## src/spf_pkg.sv

```systemverilog
// ----------------------------------------------------------------------------
// spf_pkg
// Shared types and constants for the sequence pattern finder: the command
// codes, the input and result item structs and the per-cell control group.
// ----------------------------------------------------------------------------
package spf_pkg;

    localparam int PATTERN_DEPTH_DEF   = 16;
    localparam int TEXT_INDEX_BITS_DEF = 16;
    localparam int WORD_W              = 32;
    localparam int POS_W               = 16;
    localparam int CMD_W               = 2;

    localparam logic [CMD_W-1:0] CMD_APPEND = 2'd0;
    localparam logic [CMD_W-1:0] CMD_TEXT   = 2'd1;
    localparam logic [CMD_W-1:0] CMD_CLEAR  = 2'd2;

    typedef struct packed {
        logic [CMD_W-1:0]         command;
        logic signed [WORD_W-1:0] value;
        logic                     last;
    } t_in_item;

    typedef struct packed {
        logic             found;
        logic [POS_W-1:0] position;
        logic             verdict;
        logic             overflow;
    } t_out_item;

    // Control broadcast to every cell for the transaction being accepted.
    typedef struct packed {
        logic load;   // append with room in the store
        logic text;   // text word, advance the partial-match chain
        logic flush;  // clear the partial-match bit
    } t_cell_ctl;

endpackage

```

## src/spf_cell.sv

```systemverilog
// ----------------------------------------------------------------------------
// spf_cell
// One pattern position: holds one pattern word and the partial-match bit
// saying that the latest INDEX+1 text words equal pattern words 0..INDEX.
// ----------------------------------------------------------------------------
module spf_cell #(
    parameter int INDEX = 0,
    parameter int CNT_W = 5
) (
    input  logic                              i_clk,
    input  logic                              i_rst_n,
    input  spf_pkg::t_cell_ctl                i_ctl,
    input  logic [CNT_W-1:0]                  i_count,
    input  logic [spf_pkg::WORD_W-1:0]        i_word,
    input  logic                              i_prev_hit,
    output logic                              o_hit,
    output logic                              o_tail_hit
);

    logic [spf_pkg::WORD_W-1:0] r_word;
    logic                       r_hit;
    logic                       n_hit;
    logic                       w_active;
    logic                       w_tail;

    assign w_active = (CNT_W'(INDEX) < i_count);
    assign w_tail   = (CNT_W'(INDEX + 1) == i_count);

    // The pattern word is only read once this cell is below the fill count.
    always_ff @(posedge i_clk) begin
        if (i_ctl.load && (i_count == CNT_W'(INDEX))) begin
            r_word <= i_word;
        end
    end

    assign n_hit = i_prev_hit & w_active & (r_word == i_word);

    always_ff @(posedge i_clk) begin
        if (!i_rst_n) begin
            r_hit <= 1'b0;
        end else if (i_ctl.flush) begin
            r_hit <= 1'b0;
        end else if (i_ctl.text) begin
            r_hit <= n_hit;
        end
    end

    assign o_hit      = r_hit;
    assign o_tail_hit = n_hit & w_tail;

endmodule

```

## src/sequence_pattern_finder_core.sv

```systemverilog
// ----------------------------------------------------------------------------
// sequence_pattern_finder_core
// Finds the first contiguous occurrence of a stored word pattern in a text
// stream. One transaction is taken per clock cycle unless stalled, and its
// result is shown in the output register in the next cycle; the rate is set by
// the row of pattern cells, which compare the text word against every
// alignment and hand their partial-match bits to the next cell. Append transactions
// add pattern words (dropped with overflow once PATTERN_DEPTH words are
// stored), clear empties the pattern, and text transactions report found, the
// one-based position of the word that completes the first match, and a verdict
// on that word or on the word marked last. Every transaction produces exactly
// one result. There is no clearing pass after reset.
// ----------------------------------------------------------------------------
module sequence_pattern_finder_core #(
    parameter int PATTERN_DEPTH   = spf_pkg::PATTERN_DEPTH_DEF,
    parameter int TEXT_INDEX_BITS = spf_pkg::TEXT_INDEX_BITS_DEF
) (
    input  logic               i_clk,
    input  logic               i_rst_n,
    input  logic               i_in_valid,
    input  spf_pkg::t_in_item  i_in_data,
    output logic               o_in_stall,
    output logic               o_out_valid,
    output spf_pkg::t_out_item o_out_data,
    input  logic               i_out_stall
);

    localparam int CNT_W = $clog2(PATTERN_DEPTH + 1);

    logic [CNT_W-1:0]           r_count;
    logic [CNT_W-1:0]           n_count;
    logic [TEXT_INDEX_BITS-1:0] r_text_idx;
    logic [TEXT_INDEX_BITS-1:0] n_text_idx;
    logic [TEXT_INDEX_BITS-1:0] w_idx_inc;
    logic                       r_found;
    logic                       n_found;
    logic [spf_pkg::POS_W-1:0]  r_found_pos;
    logic [spf_pkg::POS_W-1:0]  n_found_pos;
    logic [spf_pkg::POS_W-1:0]  w_idx_pos;
    logic                       r_out_valid;
    spf_pkg::t_out_item         r_out;
    spf_pkg::t_out_item         n_out;
    spf_pkg::t_cell_ctl         w_ctl;
    logic                       w_accept;
    logic                       w_full;
    logic                       w_match;
    logic [PATTERN_DEPTH-1:0]   w_hit;
    logic [PATTERN_DEPTH-1:0]   w_prev_hit;
    logic [PATTERN_DEPTH-1:0]   w_tail_hit;

    assign o_in_stall = r_out_valid & i_out_stall;
    assign w_accept   = i_in_valid & ~o_in_stall;
    assign w_full     = (r_count == CNT_W'(PATTERN_DEPTH));

    assign w_ctl.load  = w_accept && (i_in_data.command == spf_pkg::CMD_APPEND) && !w_full;
    assign w_ctl.text  = w_accept && (i_in_data.command == spf_pkg::CMD_TEXT);
    assign w_ctl.flush = w_accept && ((i_in_data.command == spf_pkg::CMD_APPEND) ||
                                      (i_in_data.command == spf_pkg::CMD_CLEAR) ||
                                      ((i_in_data.command == spf_pkg::CMD_TEXT) &&
                                       i_in_data.last));

    for (genvar k = 0; k < PATTERN_DEPTH; k++) begin : g_cell
        if (k == 0) begin : g_head
            assign w_prev_hit[k] = 1'b1;
        end else begin : g_link
            assign w_prev_hit[k] = w_hit[k-1];
        end

        spf_cell #(
            .INDEX (k),
            .CNT_W (CNT_W)
        ) u_cell (
            .i_clk      (i_clk),
            .i_rst_n    (i_rst_n),
            .i_ctl      (w_ctl),
            .i_count    (r_count),
            .i_word     (i_in_data.value),
            .i_prev_hit (w_prev_hit[k]),
            .o_hit      (w_hit[k]),
            .o_tail_hit (w_tail_hit[k])
        );
    end

    // The text index saturates at its all-ones value.
    assign w_idx_inc = (r_text_idx == '1) ? r_text_idx : r_text_idx + 1'b1;

    if (TEXT_INDEX_BITS >= spf_pkg::POS_W) begin : g_pos_trunc
        assign w_idx_pos = w_idx_inc[spf_pkg::POS_W-1:0];
    end else begin : g_pos_ext
        assign w_idx_pos = {{(spf_pkg::POS_W - TEXT_INDEX_BITS){1'b0}}, w_idx_inc};
    end

    // Only the cell at the current pattern end can report a tail hit.
    assign w_match = (|w_tail_hit) & ~r_found;

    always_comb begin
        n_count     = r_count;
        n_text_idx  = r_text_idx;
        n_found     = r_found;
        n_found_pos = r_found_pos;
        n_out       = '0;
        unique case (i_in_data.command)
            spf_pkg::CMD_APPEND: begin
                if (w_full) begin
                    n_out.overflow = 1'b1;
                end else begin
                    n_count = r_count + 1'b1;
                end
                n_text_idx  = '0;
                n_found     = 1'b0;
                n_found_pos = '0;
            end
            spf_pkg::CMD_CLEAR: begin
                n_count     = '0;
                n_text_idx  = '0;
                n_found     = 1'b0;
                n_found_pos = '0;
            end
            spf_pkg::CMD_TEXT: begin
                n_found        = r_found | w_match;
                n_found_pos    = w_match ? w_idx_pos : r_found_pos;
                n_out.found    = n_found;
                n_out.position = n_found_pos;
                n_out.verdict  = w_match | i_in_data.last;
                if (i_in_data.last) begin
                    n_text_idx  = '0;
                    n_found     = 1'b0;
                    n_found_pos = '0;
                end else begin
                    n_text_idx = w_idx_inc;
                end
            end
            default: begin
            end
        endcase
    end

    always_ff @(posedge i_clk) begin
        if (!i_rst_n) begin
            r_count     <= '0;
            r_text_idx  <= '0;
            r_found     <= 1'b0;
            r_found_pos <= '0;
            r_out_valid <= 1'b0;
        end else begin
            if (w_accept) begin
                r_count     <= n_count;
                r_text_idx  <= n_text_idx;
                r_found     <= n_found;
                r_found_pos <= n_found_pos;
                r_out_valid <= 1'b1;
            end else if (!i_out_stall) begin
                r_out_valid <= 1'b0;
            end
        end
    end

    always_ff @(posedge i_clk) begin
        if (w_accept) begin
            r_out <= n_out;
        end
    end

    assign o_out_valid = r_out_valid;
    assign o_out_data  = r_out;

    a_count_bound : assert property (@(posedge i_clk) disable iff (!i_rst_n)
        r_count <= CNT_W'(PATTERN_DEPTH))
        else $error("pattern count beyond store depth");

    a_overflow_only_full : assert property (@(posedge i_clk) disable iff (!i_rst_n)
        w_accept && (i_in_data.command == spf_pkg::CMD_APPEND) && !w_full
        |=> !o_out_data.overflow)
        else $error("overflow reported with room in the store");

    a_last_clears : assert property (@(posedge i_clk) disable iff (!i_rst_n)
        w_ctl.text && i_in_data.last |=> (r_text_idx == '0) && !r_found && !(|w_hit))
        else $error("search state not cleared after last text word");

    a_non_text_quiet : assert property (@(posedge i_clk) disable iff (!i_rst_n)
        w_accept && (i_in_data.command != spf_pkg::CMD_TEXT)
        |=> o_out_valid && !o_out_data.found && !o_out_data.verdict)
        else $error("non-text transaction reported a match");

endmodule

```

## config.mk

```make
export PLATFORM = sky130hd
export DESIGN_NAME = sequence_pattern_finder_core
export DESIGN_NICKNAME = d
export VERILOG_FILES = /design/src/spf_pkg.sv /design/src/spf_cell.sv /design/src/sequence_pattern_finder_core.sv
export SDC_FILE = /design/constraint.sdc
export NUM_CORES = 1
export LEC_CHECK = 0
export BUFFER_PORTS_ARGS = -buffer_cell sky130_fd_sc_hd__buf_2
export CAP_MARGIN = 20
export CORE_AREA = 2 2 157 313
export CTS_CLUSTER_SIZE = 20
export DETAILED_ROUTE_END_ITERATION = 12
export DIE_AREA = 0 0 159 315
export GPL_TIMING_DRIVEN = 0
export PLACE_DENSITY = 0.76
export SLEW_MARGIN = 0
export SYNTH_ARGS = -nofsm -noshare
export SYNTH_HDL_FRONTEND = slang
export SYNTH_SLANG_ARGS = --single-unit
```

## constraint.sdc

```tcl
create_clock -name i_clk -period 3.6 [get_ports i_clk]
set_input_delay 0.36 -clock i_clk [delete_from_list [all_inputs] [get_ports i_clk]]
set_output_delay 0.36 -clock i_clk [all_outputs]
set_load 0.05 [all_outputs]
```

* Word level (Yosys, flattened, before mapping)
Cells that the tools add are included.
Operators by class: $add $sub $neg 2, magnitude comparators 16, equality and inequality tests 53, muxes and demuxes 13, bitwise operators 55, reduce and logical (&&, ||, !) cells 33
Operator list (count):
- equality test 32 bit | 16
- 2-to-1 mux 16 bit | 4
- one-hot mux 16 bit (2 select lines) | 2
- bitwise AND 1 bit | 50
- equality test 4 x 5 -> 1 bit, first input constant | 8
- equality test 5 x 4 -> 1 bit, second input constant | 8
- less-than comparator 4 x 5 -> 1 bit, first input constant | 8
- logical AND 1 bit | 21
- equality test 3 x 5 -> 1 bit, first input constant | 4
- equality test 5 x 3 -> 1 bit, second input constant | 4
- less-than comparator 3 x 5 -> 1 bit, first input constant | 4
- adder 16 x 1 -> 16 bit, second input constant | 1
- equality test 16 bit, second input constant | 1
- OR reduction 16 bit | 1
- equality test 2 x 5 -> 1 bit, first input constant | 2
- equality test 5 x 2 -> 1 bit, second input constant | 2
- less-than comparator 1 x 5 -> 1 bit, first input constant | 2
- less-than comparator 2 x 5 -> 1 bit, first input constant | 2
- one-hot mux 5 bit (2 select lines) | 1
- adder 5 x 1 -> 5 bit, second input constant | 1
- equality test 1 x 5 -> 1 bit, first input constant | 1
- equality test 5 x 1 -> 1 bit, second input constant | 1
- equality test 5 bit, first input constant | 1
- equality test 5 bit, second input constant | 1
- 17 further kinds | 26
Storage, ports and cells: bits in registers 585, output and inout port bits 21, word-level logic and storage cells 212

* Logic depth before layout (Yosys ltp)
Gate-level depths: netlist of run 1.
word-level depth 9, depth in mapped cells 12, depth with buffers taken out 10

* Cells and area by module
From an unflattened synthesis of run 1, not the netlist that was laid out.
Unflattened totals: cells, all modules 1745, area, all modules 25433.1 um2
By module, submodules not included:
- sequence_pattern_finder_core | times used 1, cells each 325, area an instance 2901.5 um2
- spf_cell at g_cell[2].u_cell ... | times used 2, cells each 91, area an instance 1415.1 um2
- spf_cell at g_cell[14].u_cell | times used 1, cells each 94, area an instance 1447.6 um2
- spf_cell at g_cell[3].u_cell | times used 1, cells each 94, area an instance 1432.6 um2
- spf_cell at g_cell[8].u_cell | times used 1, cells each 85, area an instance 1416.4 um2
- spf_cell at g_cell[0].u_cell | times used 1, cells each 88, area an instance 1412.6 um2
- spf_cell at g_cell[12].u_cell | times used 1, cells each 89, area an instance 1408.9 um2
- spf_cell at g_cell[11].u_cell | times used 1, cells each 86, area an instance 1407.6 um2
- spf_cell at g_cell[6].u_cell | times used 1, cells each 91, area an instance 1407.6 um2
- spf_cell at g_cell[7].u_cell | times used 1, cells each 90, area an instance 1402.6 um2
- spf_cell at g_cell[1].u_cell | times used 1, cells each 89, area an instance 1401.3 um2
- spf_cell at g_cell[5].u_cell | times used 1, cells each 88, area an instance 1400.1 um2
- spf_cell at g_cell[4].u_cell | times used 1, cells each 87, area an instance 1397.6 um2
- spf_cell at g_cell[10].u_cell | times used 1, cells each 87, area an instance 1395.1 um2
- 2 more rows

* Worst setup path before layout of run 1
OpenSTA, ideal clock, no wires.
path type reg-to-reg, from reg r_out_valid, in the netlist o_out_valid, to reg g_cell[15].u_cell.r_word[0] (netlist name), enable pin, library setup time 0.461 ns, arrival 3.621 ns, required time 3.139 ns, slack -0.482 ns, cell stages (with the launch flop) 6, path buffers 0, clock period less this slack 4.082 ns, path through dfxtp_1 nand2_1 nand2_1 inv_1 nand2b_1 nor3_1
Between the ends: word-level cells in the longest chain between the ends 6
RTL lines:
- from (decl) | line sequence_pattern_finder_core.sv:40 | logic r_out_valid;
- from (signal assigned) | line sequence_pattern_finder_core.sv:144 | r_out_valid <= 1'b0;
- from (signal assigned) | line sequence_pattern_finder_core.sv:151 | r_out_valid <= 1'b1;
- from (signal assigned) | line sequence_pattern_finder_core.sv:153 | r_out_valid <= 1'b0;
- bitwise AND 1 bit | line sequence_pattern_finder_core.sv:51 | assign o_in_stall = r_out_valid & i_out_stall;
- inverter 1 bit | line sequence_pattern_finder_core.sv:52 | assign w_accept = i_in_valid & ~o_in_stall;
- bitwise AND 1 bit | line sequence_pattern_finder_core.sv:52
- named net w_accept | line sequence_pattern_finder_core.sv:44 | logic w_accept;
- logical AND 1 bit (2 in a row) | line sequence_pattern_finder_core.sv:55 | assign w_ctl.load = w_accept && (i_in_data.command == spf_pkg::CMD_APPEND) && !w_full;
- logical AND 1 bit | line spf_cell.sv:31 | if (i_ctl.load && (i_count == CNT_W'(INDEX))) begin
- to (signal assigned) | line spf_cell.sv:32 | r_word <= i_word;
- to (decl) | line spf_cell.sv:20 | logic [spf_pkg::WORD_W-1:0] r_word;
The timed path passes the listed nets, and every way through them passes these cells. A chain may end at the register's enable or synchronous reset.

* Worst setup path after layout of run 1
from in i_in_data[2] (netlist name), to reg r_out, in the netlist o_out_data[3], data pin
Between the ends: word-level cells in the longest chain between the ends 6
RTL lines:
- from (decl) | line sequence_pattern_finder_core.sv:21 | input spf_pkg::t_in_item i_in_data,
- equality test 32 bit | line spf_cell.sv:36 | assign n_hit = i_prev_hit & w_active & (r_word == i_word);
- bitwise AND 1 bit | line spf_cell.sv:36
- bitwise AND 1 bit | line spf_cell.sv:49 | assign o_tail_hit = n_hit & w_tail;
- OR reduction 16 bit (*) | line sequence_pattern_finder_core.sv:94 | assign w_match = (|w_tail_hit) & ~r_found;
- bitwise AND 1 bit (*) | line sequence_pattern_finder_core.sv:94
- 2-to-1 mux 16 bit (*) | line sequence_pattern_finder_core.sv:121 | n_found_pos = w_match ? w_idx_pos : r_found_pos;
- to (signal assigned) | line sequence_pattern_finder_core.sv:160 | r_out <= n_out;
- to (decl) | line sequence_pattern_finder_core.sv:41 | spf_pkg::t_out_item r_out;
Every way passes the cells marked *; elsewhere a longest branch is shown, timed or not.

==> results of run 1 <==
cell families after synthesis:
group,after synthesis,share of synthesized area [%]
and+or+nand+nor,676,14.11
DFF,585,63.15
xor gates and xnor gates,499,16.21
buffers and inverters,142,2.376
AOI/OAI and AO/OA,133,3.504
muxes,12,0.4548
adders and majority gates,4,0.1856
layer usage:
layer | vias to the layer above | part of all wire (%) | GRT usage [%]
li1 | 7824 | - | -
met1 | 9094 | 34 | 45.83
met2 | 1523 | 45 | 56.54
met3 | 426 | 12 | 6.894
met4 | 2 | 9.1 | 26.94
met5 | - | 0.014 | 0
path summary, 6_finish.rpt:
| check | slack (ns) | startpoint | depth (start not counted) | to |
|---|---|---|---|---|
| setup reg to reg | 0.06 | r_count[4]$_SDFFE_PN0P_ | 10 | o_out_data[3]$_SDFFCE_PN0P_ |
| hold reg to reg | 0.46 | r_found_pos[4]$_SDFFE_PN0P_ | 2 | r_found_pos[4]$_SDFFE_PN0P_ |
| setup / recovery | -0.03 | i_in_data[2] | 12 | o_out_data[3]$_SDFFCE_PN0P_ |
| hold / removal | 0.09 | i_out_stall | 4 | o_out_valid$_SDFFE_PN0P_ |
report_power, final:
group	internal, mW	total, mW	switching, mW
registers	7.42	7.43	0.00828
clock network	3.23	5.73	2.50
logic	0.299	1.16	0.864
total	10.9	14.3	3.37
cell type report:
type                            instances  area (um2)  area share, %
Tap cell                              638       798.3          2.630
Timing Repair Buffer                   68       478.0          1.574
Multi-Input combinational cell       1333        9603          31.63
Clock inverter                         25       261.5         0.8614
Clock buffer                           67        1470          4.843
Antenna cell                            3       7.507        0.02473
Inverter                               49       187.7         0.6183
Buffer                                 88       524.3          1.727
Sequential cell                       585       17030          56.09
cell usage in the layout (no fill, tap or decap), types with 7 or more instances in the layout:
master     count
mux2i_1        9
nand4_1      148
a22oi_1        8
clkbuf_4       7
edfxtp_1     531
nor4b_1       11
nand2_1      128
nand3_1       49
nor3_1        31
o22ai_1       18
nand2b_1      59
clkbuf_8       7
buf_4         68
inv_1         48
a21oi_1       27
nand4b_1      15
nor2b_1       22
o21ai_0       17
clkbuf_1      24
clkbuf_16     54
o2111ai_1     11
or4_1         13
dfxtp_1       54
xor2_1       128
nor4_1        68
and2_1        10
nor2_4        23
nor2_1        54
xnor2_1      371
clkinv_2      12
buf_2         55
through the flow:
| step | util (%) | setup WS (ns) | hold slack, ns | cell area (um2) | total power [mW] |
|---|---|---|---|---|---|
| after floorplan | - | -0.2543 | 0.4284 | 26970 | 8.147 |
| after global placement | 58.55 | -1.852 | 0.4473 | 28060 | 8.649 |
| after detailed placement | 58.89 | -1.240 | 0.4494 | 28230 | 8.662 |
| after CTS | 63.16 | 0.01037 | 0.09017 | 30270 | 14.25 |
| after global routing | 63.32 | 0.005720 | 0.1323 | 30350 | 14.53 |
| final | 63.34 | -0.02655 | 0.09209 | 30360 | 14.32 |
worst max-delay path, delay by kind of cell:
family                    cells  cell delay, ns
and+or+nand+nor               4            0.83
AOI/OAI and AO/OA             2            0.66
xor gates and xnor gates      1            0.22
muxes                         1            0.38
buffers and inverters         4            1.46
synthesized netlist by cell type, types with 10 or more instances:
| library cell | n |
|---|---|
| edfxtp_1 | 531 |
| xnor2_1 | 371 |
| nand4_1 | 148 |
| nand2_1 | 130 |
| xor2_1 | 128 |
| nor2_1 | 69 |
| nor4_1 | 68 |
| buf_2 | 59 |
| nand2b_1 | 59 |
| dfxtp_1 | 54 |
| inv_1 | 49 |
| nand3_1 | 49 |
| nor3_1 | 33 |
| a21oi_1 | 27 |
| clkbuf_1 | 25 |
| nor2b_1 | 23 |
| o22ai_1 | 18 |
| o21ai_0 | 17 |
| nand4b_1 | 15 |
| or4_1 | 14 |
| nor4b_1 | 12 |
| o2111ai_1 | 12 |
| and2_1 | 10 |
| mux2i_1 | 10 |
timing repair:
item / 4_1_cts / 5_1_grt
endpoints found under the hold margin: 1 / 0
gates resized for setup: 79 / 22
hold buffers: 1 / 0
setup endpoints to repair: 450 / 395
pin swaps: 11 / 1
buffers inserted: 4 / 0
cloned: 8 / 1
flip-flops by register name, summed over array words and instances, names as in the netlist:
register / count
g_cell.u_cell.r_word: 512
o_out_data: 19
r_found_pos: 16
r_text_idx: 16
g_cell.u_cell.o_hit: 15
r_count: 5
o_out_valid: 1
r_found: 1
==> metrics.txt, run 1 <==
# TYPE chip_impl_metric gauge
chip_impl_info{name="run_status",value="finished, violations left"} 1
chip_impl_info{name="failed_checks",value="negative setup slack"} 1
chip_impl_metric{name="core-area",unit="um2"} 47930
chip_impl_metric{name="detailedRoute.firstIterationViolations",unit=""} 2635
chip_impl_metric{name="number_of_antenna_violations_at_the_first_check_in_global_routing",unit=""} 2
chip_impl_metric{name="globalRouteOverflowTotal",unit=""} 0
chip_impl_metric{name="post-place-cells",unit=""} 2752
chip_impl_metric{name="antenna_violating_nets_post_route",unit=""} 0
chip_impl_metric{name="first_global_vias",unit=""} 18213
chip_impl_metric{name="top_fanout_value_on_the_critical_path",unit=""} 17
chip_impl_metric{name="detail_route.wirelength",unit="mm"} 92.24
chip_impl_metric{name="number_of_clock_sinks_seen_by_cts",unit=""} 585
chip_impl_metric{name="grt.total_usage",unit="%"} 36.43
chip_impl_info{name="hp-class",value="input port to flop"} 1
chip_impl_metric{name="maxSlewHeadroom",unit="%"} 32.42
chip_impl_info{name="path_class",value="input port to flop"} 1
chip_impl_info{name="critical-path-top-cell-by-count",value="buf_4"} 1
chip_impl_metric{name="post_synth_inst_count",unit=""} 2051
chip_impl_metric{name="fraction_of_final_layout_cells_sized_beyond_drive_strength_1",unit="%"} 12.64
chip_impl_metric{name="pin_count",unit=""} 60
chip_impl_metric{name="max_cap_violations",unit=""} 0
chip_impl_info{name="critPathCaptureType",value="flop"} 1
chip_impl_metric{name="cp_data_required_time",unit="ns"} 3.93
chip_impl_metric{name="wire_length_of_the_first_global_routing_pass",unit="mm"} 127.8
chip_impl_metric{name="cts.path.max_buffers",unit=""} 3
chip_impl_metric{name="hold_violations",unit=""} 0
chip_impl_metric{name="synthDistinctLibCells",unit=""} 70
chip_impl_metric{name="synth_area",unit="um2"} 26960
chip_impl_metric{name="final_period_utilization",unit="%"} 100.7
chip_impl_info{name="cp_cell_sequence",value="buf_4 -> buf_4 -> clkbuf_4 -> xnor2_1 -> nand4b_1 -> nor4b_1 -> nand2_1 -> o32ai_1 -> nor4_2 -> buf_4 -> a21oi_4 -> mux2_2"} 1
chip_impl_info{name="cts.root.buffer_cell",value="clkbuf_16"} 1
chip_impl_metric{name="largest_net_degree_at_the_start_of_global_routing",unit=""} 33
chip_impl_metric{name="numCtsBuffers",unit=""} 50
chip_impl_metric{name="fin_cells",unit=""} 2856
chip_impl_metric{name="clock_skew",unit="ns"} 0.01952
chip_impl_metric{name="insertion_delay",unit="ns"} 0.60
chip_impl_metric{name="ir_worst_vdd",unit="mV"} 0.5364
chip_impl_metric{name="achievable-frequency",unit="MHz"} 275.7
chip_impl_metric{name="synthesis.yosys.warnings",unit=""} 0
chip_impl_info{name="setup_repair_after_global_routing_missed_its_margin",value="false"} 1
chip_impl_metric{name="yosysTopAreaCellShare",unit="%"} 59.15
chip_impl_metric{name="power.density_cell_area",unit="nW/um2"} 471.8
chip_impl_metric{name="finalSetupViolCount",unit=""} 2
chip_impl_metric{name="fp.dieArea",unit="um2"} 50090
chip_impl_metric{name="die_h",unit="um"} 315
chip_impl_metric{name="port-buffer-count",unit=""} 58
chip_impl_info{name="crit_path_start_kind",value="input port"} 1
chip_impl_metric{name="syn_avg_cell_area",unit="um2"} 13.14
chip_impl_metric{name="synth_nets",unit=""} 2094
chip_impl_metric{name="post_route_setup_tns",unit="ns"} -0.04228
chip_impl_metric{name="cpPeakStageDelay",unit="ns"} 0.43
chip_impl_metric{name="synth_edf_count",unit=""} 531
chip_impl_metric{name="vias_per_cell",unit=""} 6.607
chip_impl_metric{name="fillers",unit=""} 3623
chip_impl_metric{name="synth-seq-cells",unit=""} 585
chip_impl_info{name="cpMaxStageDelayCell",value="buf_4"} 1
chip_impl_metric{name="finalWorstSetupSlack",unit="ns"} -0.02655
chip_impl_info{name="yosys_most_used_dff",value="edfxtp_1"} 1
chip_impl_metric{name="avgRoutedWirePerCell",unit="um"} 32.30
chip_impl_info{name="cts_tree",value="done"} 1
chip_impl_metric{name="timing_worst_slew_pin_value",unit="ns"} 1.011
chip_impl_metric{name="layout-area-overhead-vs-synth",unit="%"} 12.60
chip_impl_metric{name="clk_pin_slew",unit="ns"} 0.07
chip_impl_metric{name="slew_violations",unit=""} 0
chip_impl_metric{name="power_leakage",unit="nW"} 9.248
chip_impl_metric{name="die_width",unit="um"} 159
chip_impl_metric{name="detail_route.drc_violations",unit=""} 0
chip_impl_metric{name="drt_pre_antenna_iters",unit=""} 9
chip_impl_metric{name="synth-async-reset-ratio",unit="%"} 0
chip_impl_info{name="post_synth_main_area_contributors",value="edfxtp_1, xnor2_1, xor2_1, dfxtp_1, nand4_1"} 1
chip_impl_metric{name="cts-htree-levels",unit=""} 2
chip_impl_info{name="synth_largest_area_cell",value="edfxtp_1"} 1
chip_impl_metric{name="floorplan.rows",unit=""} 114
chip_impl_metric{name="globalplace.congestion",unit=""} 1.033
chip_impl_metric{name="dp_hpwl",unit="mm"} 56.45
chip_impl_metric{name="start_util",unit="%"} 56.25
chip_impl_metric{name="synth_seq_area_share",unit="%"} 63.15
chip_impl_metric{name="total_number_of_vias",unit=""} 18869
chip_impl_metric{name="final_net_count",unit=""} 2218
chip_impl_metric{name="period_minus_slack",unit="ns"} 3.627
chip_impl_metric{name="worst-endpoint-arrival",unit="ns"} 3.96
Power figures use the tool's default switching activity.
==> run 2: changes to the inputs <==
SETUP_SLACK_MARGIN = 0.15   (was default)
==> run 2 against run 1 <==
Net effect:
- the run now ends clean
- fmax rose by 4.2%
- first-iteration DRC count increased by 11%
- die area unchanged
- final cell count up 0.60%
- critical path depth stayed put
- non-clock buffer count up 18
==> metrics.txt, run 2 (synthesized netlist as in run 1, its figures left out) <==
# TYPE chip_impl_metric gauge
chip_impl_metric{name="insertion_delay",unit="ns"} 0.60
chip_impl_metric{name="timing_worst_slew_pin_value",unit="ns"} 0.9659
chip_impl_metric{name="met3_usage",unit="%"} 7.354
chip_impl_metric{name="power.density_cell_area",unit="nW/um2"} 467.8
chip_impl_info{name="global_route.peak_usage_layer",value="met2"} 1
chip_impl_metric{name="slew_violations",unit=""} 0
chip_impl_metric{name="grt.total_usage",unit="%"} 36.48
chip_impl_metric{name="finalSetupViolCount",unit=""} 0
chip_impl_metric{name="worst_hold_path.num_cells",unit=""} 4
chip_impl_info{name="cts.root.buffer_cell",value="clkbuf_16"} 1
chip_impl_metric{name="core-area",unit="um2"} 47930
chip_impl_metric{name="globalRouteOverflowTotal",unit=""} 0
chip_impl_metric{name="achievable-frequency",unit="MHz"} 287.3
chip_impl_metric{name="maxSlewHeadroom",unit="%"} 35.54
chip_impl_metric{name="top_fanout_value_on_the_critical_path",unit=""} 17
chip_impl_metric{name="avgRoutedWirePerCell",unit="um"} 32.35
chip_impl_metric{name="period_minus_slack",unit="ns"} 3.481
chip_impl_metric{name="largest_register_ff_count",unit=""} 512
chip_impl_metric{name="numCtsBuffers",unit=""} 50
chip_impl_metric{name="detail_route.drc_violations",unit=""} 0
chip_impl_info{name="registers.top_by_ff_count",value="g_cell.u_cell.r_word"} 1
chip_impl_metric{name="final_net_count",unit=""} 2237
chip_impl_metric{name="ir_worst_vdd",unit="mV"} 0.5368
chip_impl_metric{name="vias_per_cell",unit=""} 6.611
chip_impl_info{name="cts_tree",value="done"} 1
chip_impl_metric{name="timing.reg2reg.setup_slack",unit="ns"} 0.13
chip_impl_metric{name="die_h",unit="um"} 315
chip_impl_info{name="critPathCaptureType",value="flop"} 1
chip_impl_metric{name="cp_data_required_time",unit="ns"} 3.93
chip_impl_metric{name="worst-endpoint-arrival",unit="ns"} 3.81
chip_impl_metric{name="largest_net_degree_at_the_start_of_global_routing",unit=""} 33
chip_impl_metric{name="wire_length_of_the_first_global_routing_pass",unit="mm"} 128.1
chip_impl_metric{name="pin_count",unit=""} 60
chip_impl_metric{name="fp.dieArea",unit="um2"} 50090
chip_impl_metric{name="start_util",unit="%"} 56.25
chip_impl_metric{name="grtUsageMet1",unit="%"} 45.55
chip_impl_metric{name="drt_pre_antenna_iters",unit=""} 6
chip_impl_metric{name="cp.buffers_inverters",unit=""} 4
chip_impl_metric{name="cts.path.max_buffers",unit=""} 3
chip_impl_info{name="hp-class",value="input port to flop"} 1
chip_impl_metric{name="crit_cells",unit=""} 12
chip_impl_info{name="critical-path-top-cell-by-count",value="buf_4"} 1
chip_impl_metric{name="clk_pin_slew",unit="ns"} 0.07
chip_impl_metric{name="worst_r2r_path_depth",unit=""} 9
chip_impl_metric{name="detailedRoute.firstIterationViolations",unit=""} 2914
chip_impl_info{name="cp_cell_sequence",value="buf_4 -> buf_6 -> buf_2 -> xnor2_1 -> nand4b_1 -> nor4b_1 -> nand2_1 -> o32ai_1 -> nor4_2 -> buf_4 -> a21oi_4 -> mux2_2"} 1
chip_impl_metric{name="dp_hpwl",unit="mm"} 56.45
chip_impl_metric{name="power_leakage",unit="nW"} 9.402
chip_impl_metric{name="fraction_of_final_layout_cells_sized_beyond_drive_strength_1",unit="%"} 13.52
chip_impl_metric{name="fin_hold_ws",unit="ns"} 0.09932
chip_impl_metric{name="detail_route.wirelength",unit="mm"} 92.94
chip_impl_metric{name="final_period_utilization",unit="%"} 96.69
chip_impl_metric{name="first_global_vias",unit=""} 18347
chip_impl_info{name="layout.cells.most_common",value="edfxtp_1"} 1
chip_impl_info{name="setup_repair_after_global_routing_missed_its_margin",value="true"} 1
chip_impl_metric{name="fillers",unit=""} 3579
chip_impl_metric{name="floorplan.rows",unit=""} 114
chip_impl_metric{name="antenna_violating_nets_post_route",unit=""} 0
chip_impl_info{name="path_class",value="input port to flop"} 1
chip_impl_metric{name="globalplace.congestion",unit=""} 1.033
chip_impl_metric{name="layout-area-overhead-vs-synth",unit="%"} 13.70
chip_impl_metric{name="clock_skew",unit="ns"} 0.02457
chip_impl_metric{name="met2_resource_use_gr",unit="%"} 56.76
chip_impl_metric{name="die_width",unit="um"} 159
chip_impl_info{name="critPathTopFamily",value="buffers and inverters"} 1
chip_impl_metric{name="total_number_of_vias",unit=""} 18992
chip_impl_info{name="mostFrequentLayoutCells",value="edfxtp_1, xnor2_1, nand4_1"} 1
chip_impl_metric{name="cts-htree-levels",unit=""} 2
chip_impl_info{name="run_status",value="finished clean"} 1
chip_impl_metric{name="finalWorstSetupSlack",unit="ns"} 0.1192
chip_impl_metric{name="hold_violations",unit=""} 0
chip_impl_metric{name="cpPeakStageDelay",unit="ns"} 0.48
chip_impl_metric{name="number_of_antenna_violations_at_the_first_check_in_global_routing",unit=""} 4
chip_impl_info{name="cpMaxStageDelayCell",value="buf_2"} 1
chip_impl_info{name="crit_path_start_kind",value="input port"} 1
chip_impl_metric{name="port-buffer-count",unit=""} 58
chip_impl_metric{name="max_cap_violations",unit=""} 0
chip_impl_metric{name="dp_worst_setup_slack",unit="ns"} -1.240
chip_impl_metric{name="number_of_clock_sinks_seen_by_cts",unit=""} 585
-- run 2: worst register-to-register path: stages (launching register included) --
cell and delay, ns:
dfxtp_1 0.38, buf_2 0.28, inv_1 0.14, ha_2 0.23, nor2b_4 0.15, nand3b_1 0.08
buf_4 0.17, nor3b_2 0.53, nand2_1 0.32, nor2_2 0.81
-- run 2: final timing paths --
path	from	endpoint
worst min register to register	r_found_pos[4]$_SDFFE_PN0P_	r_found_pos[4]$_SDFFE_PN0P_
worst max-delay path	i_in_data[19]	o_out_data[3]$_SDFFCE_PN0P_
worst min-delay path	i_out_stall	o_out_valid$_SDFFE_PN0P_
worst max register to register	r_count[1]$_SDFFE_PN0P_	g_cell[4].u_cell.r_word[5]$_DFFE_PP_
-- run 2: per-layer routing --
layer / up-vias / wire, um
met1: 9175 / 31390
met5: - / 29
met4: 4 / 7743
met3: 405 / 11380
met2: 1549 / 42400
li1: 7859 / -
-- run 2: stage by stage --
stage               setup TNS, ns  cells  power, mW  instance area, um2  util [%]
detailed placement        -284.09   2752      8.662               28230     58.89
floorplan                  -69.74   2051      8.147               26970         -
global placement          -708.37   2747      8.649               28060     58.55
finish                          0   2873      14.34               30650     63.96
global route                    0   2872      14.54               30650     63.95
CTS                             0   2865      14.26               30510     63.66
-- run 2: final cells by class --
| type | instances | area (um2) | area share [%] |
|---|---|---|---|
| Buffer | 91 | 606.8 | 1.980 |
| Timing Repair Buffer | 83 | 683.2 | 2.229 |
| Inverter | 49 | 187.7 | 0.6123 |
| Clock buffer | 67 | 1470 | 4.796 |
| Clock inverter | 25 | 261.5 | 0.8531 |
| Multi-Input combinational cell | 1334 | 9615 | 31.37 |
| Sequential cell | 585 | 17030 | 55.55 |
| Antenna cell | 1 | 2.502 | 0.008164 |
| Tap cell | 638 | 798.3 | 2.604 |
-- run 2: power breakdown --
part / switching, mW / internal [mW] / total, mW
clock: 2.50 / 3.23 / 5.73
combinational: 0.870 / 0.308 / 1.18
sequential: 0.00842 / 7.42 / 7.43
total: 3.38 / 11.0 / 14.3
-- run 2: timing repair --
item                       4_1_cts  5_1_grt
buffers inserted                14        5
setup endpoints to repair      451      264
hold endpoints to repair         1        0
hold buffers                     1        0
resized for setup              102       29
pin swaps                       13        3
gates cloned                     8        2
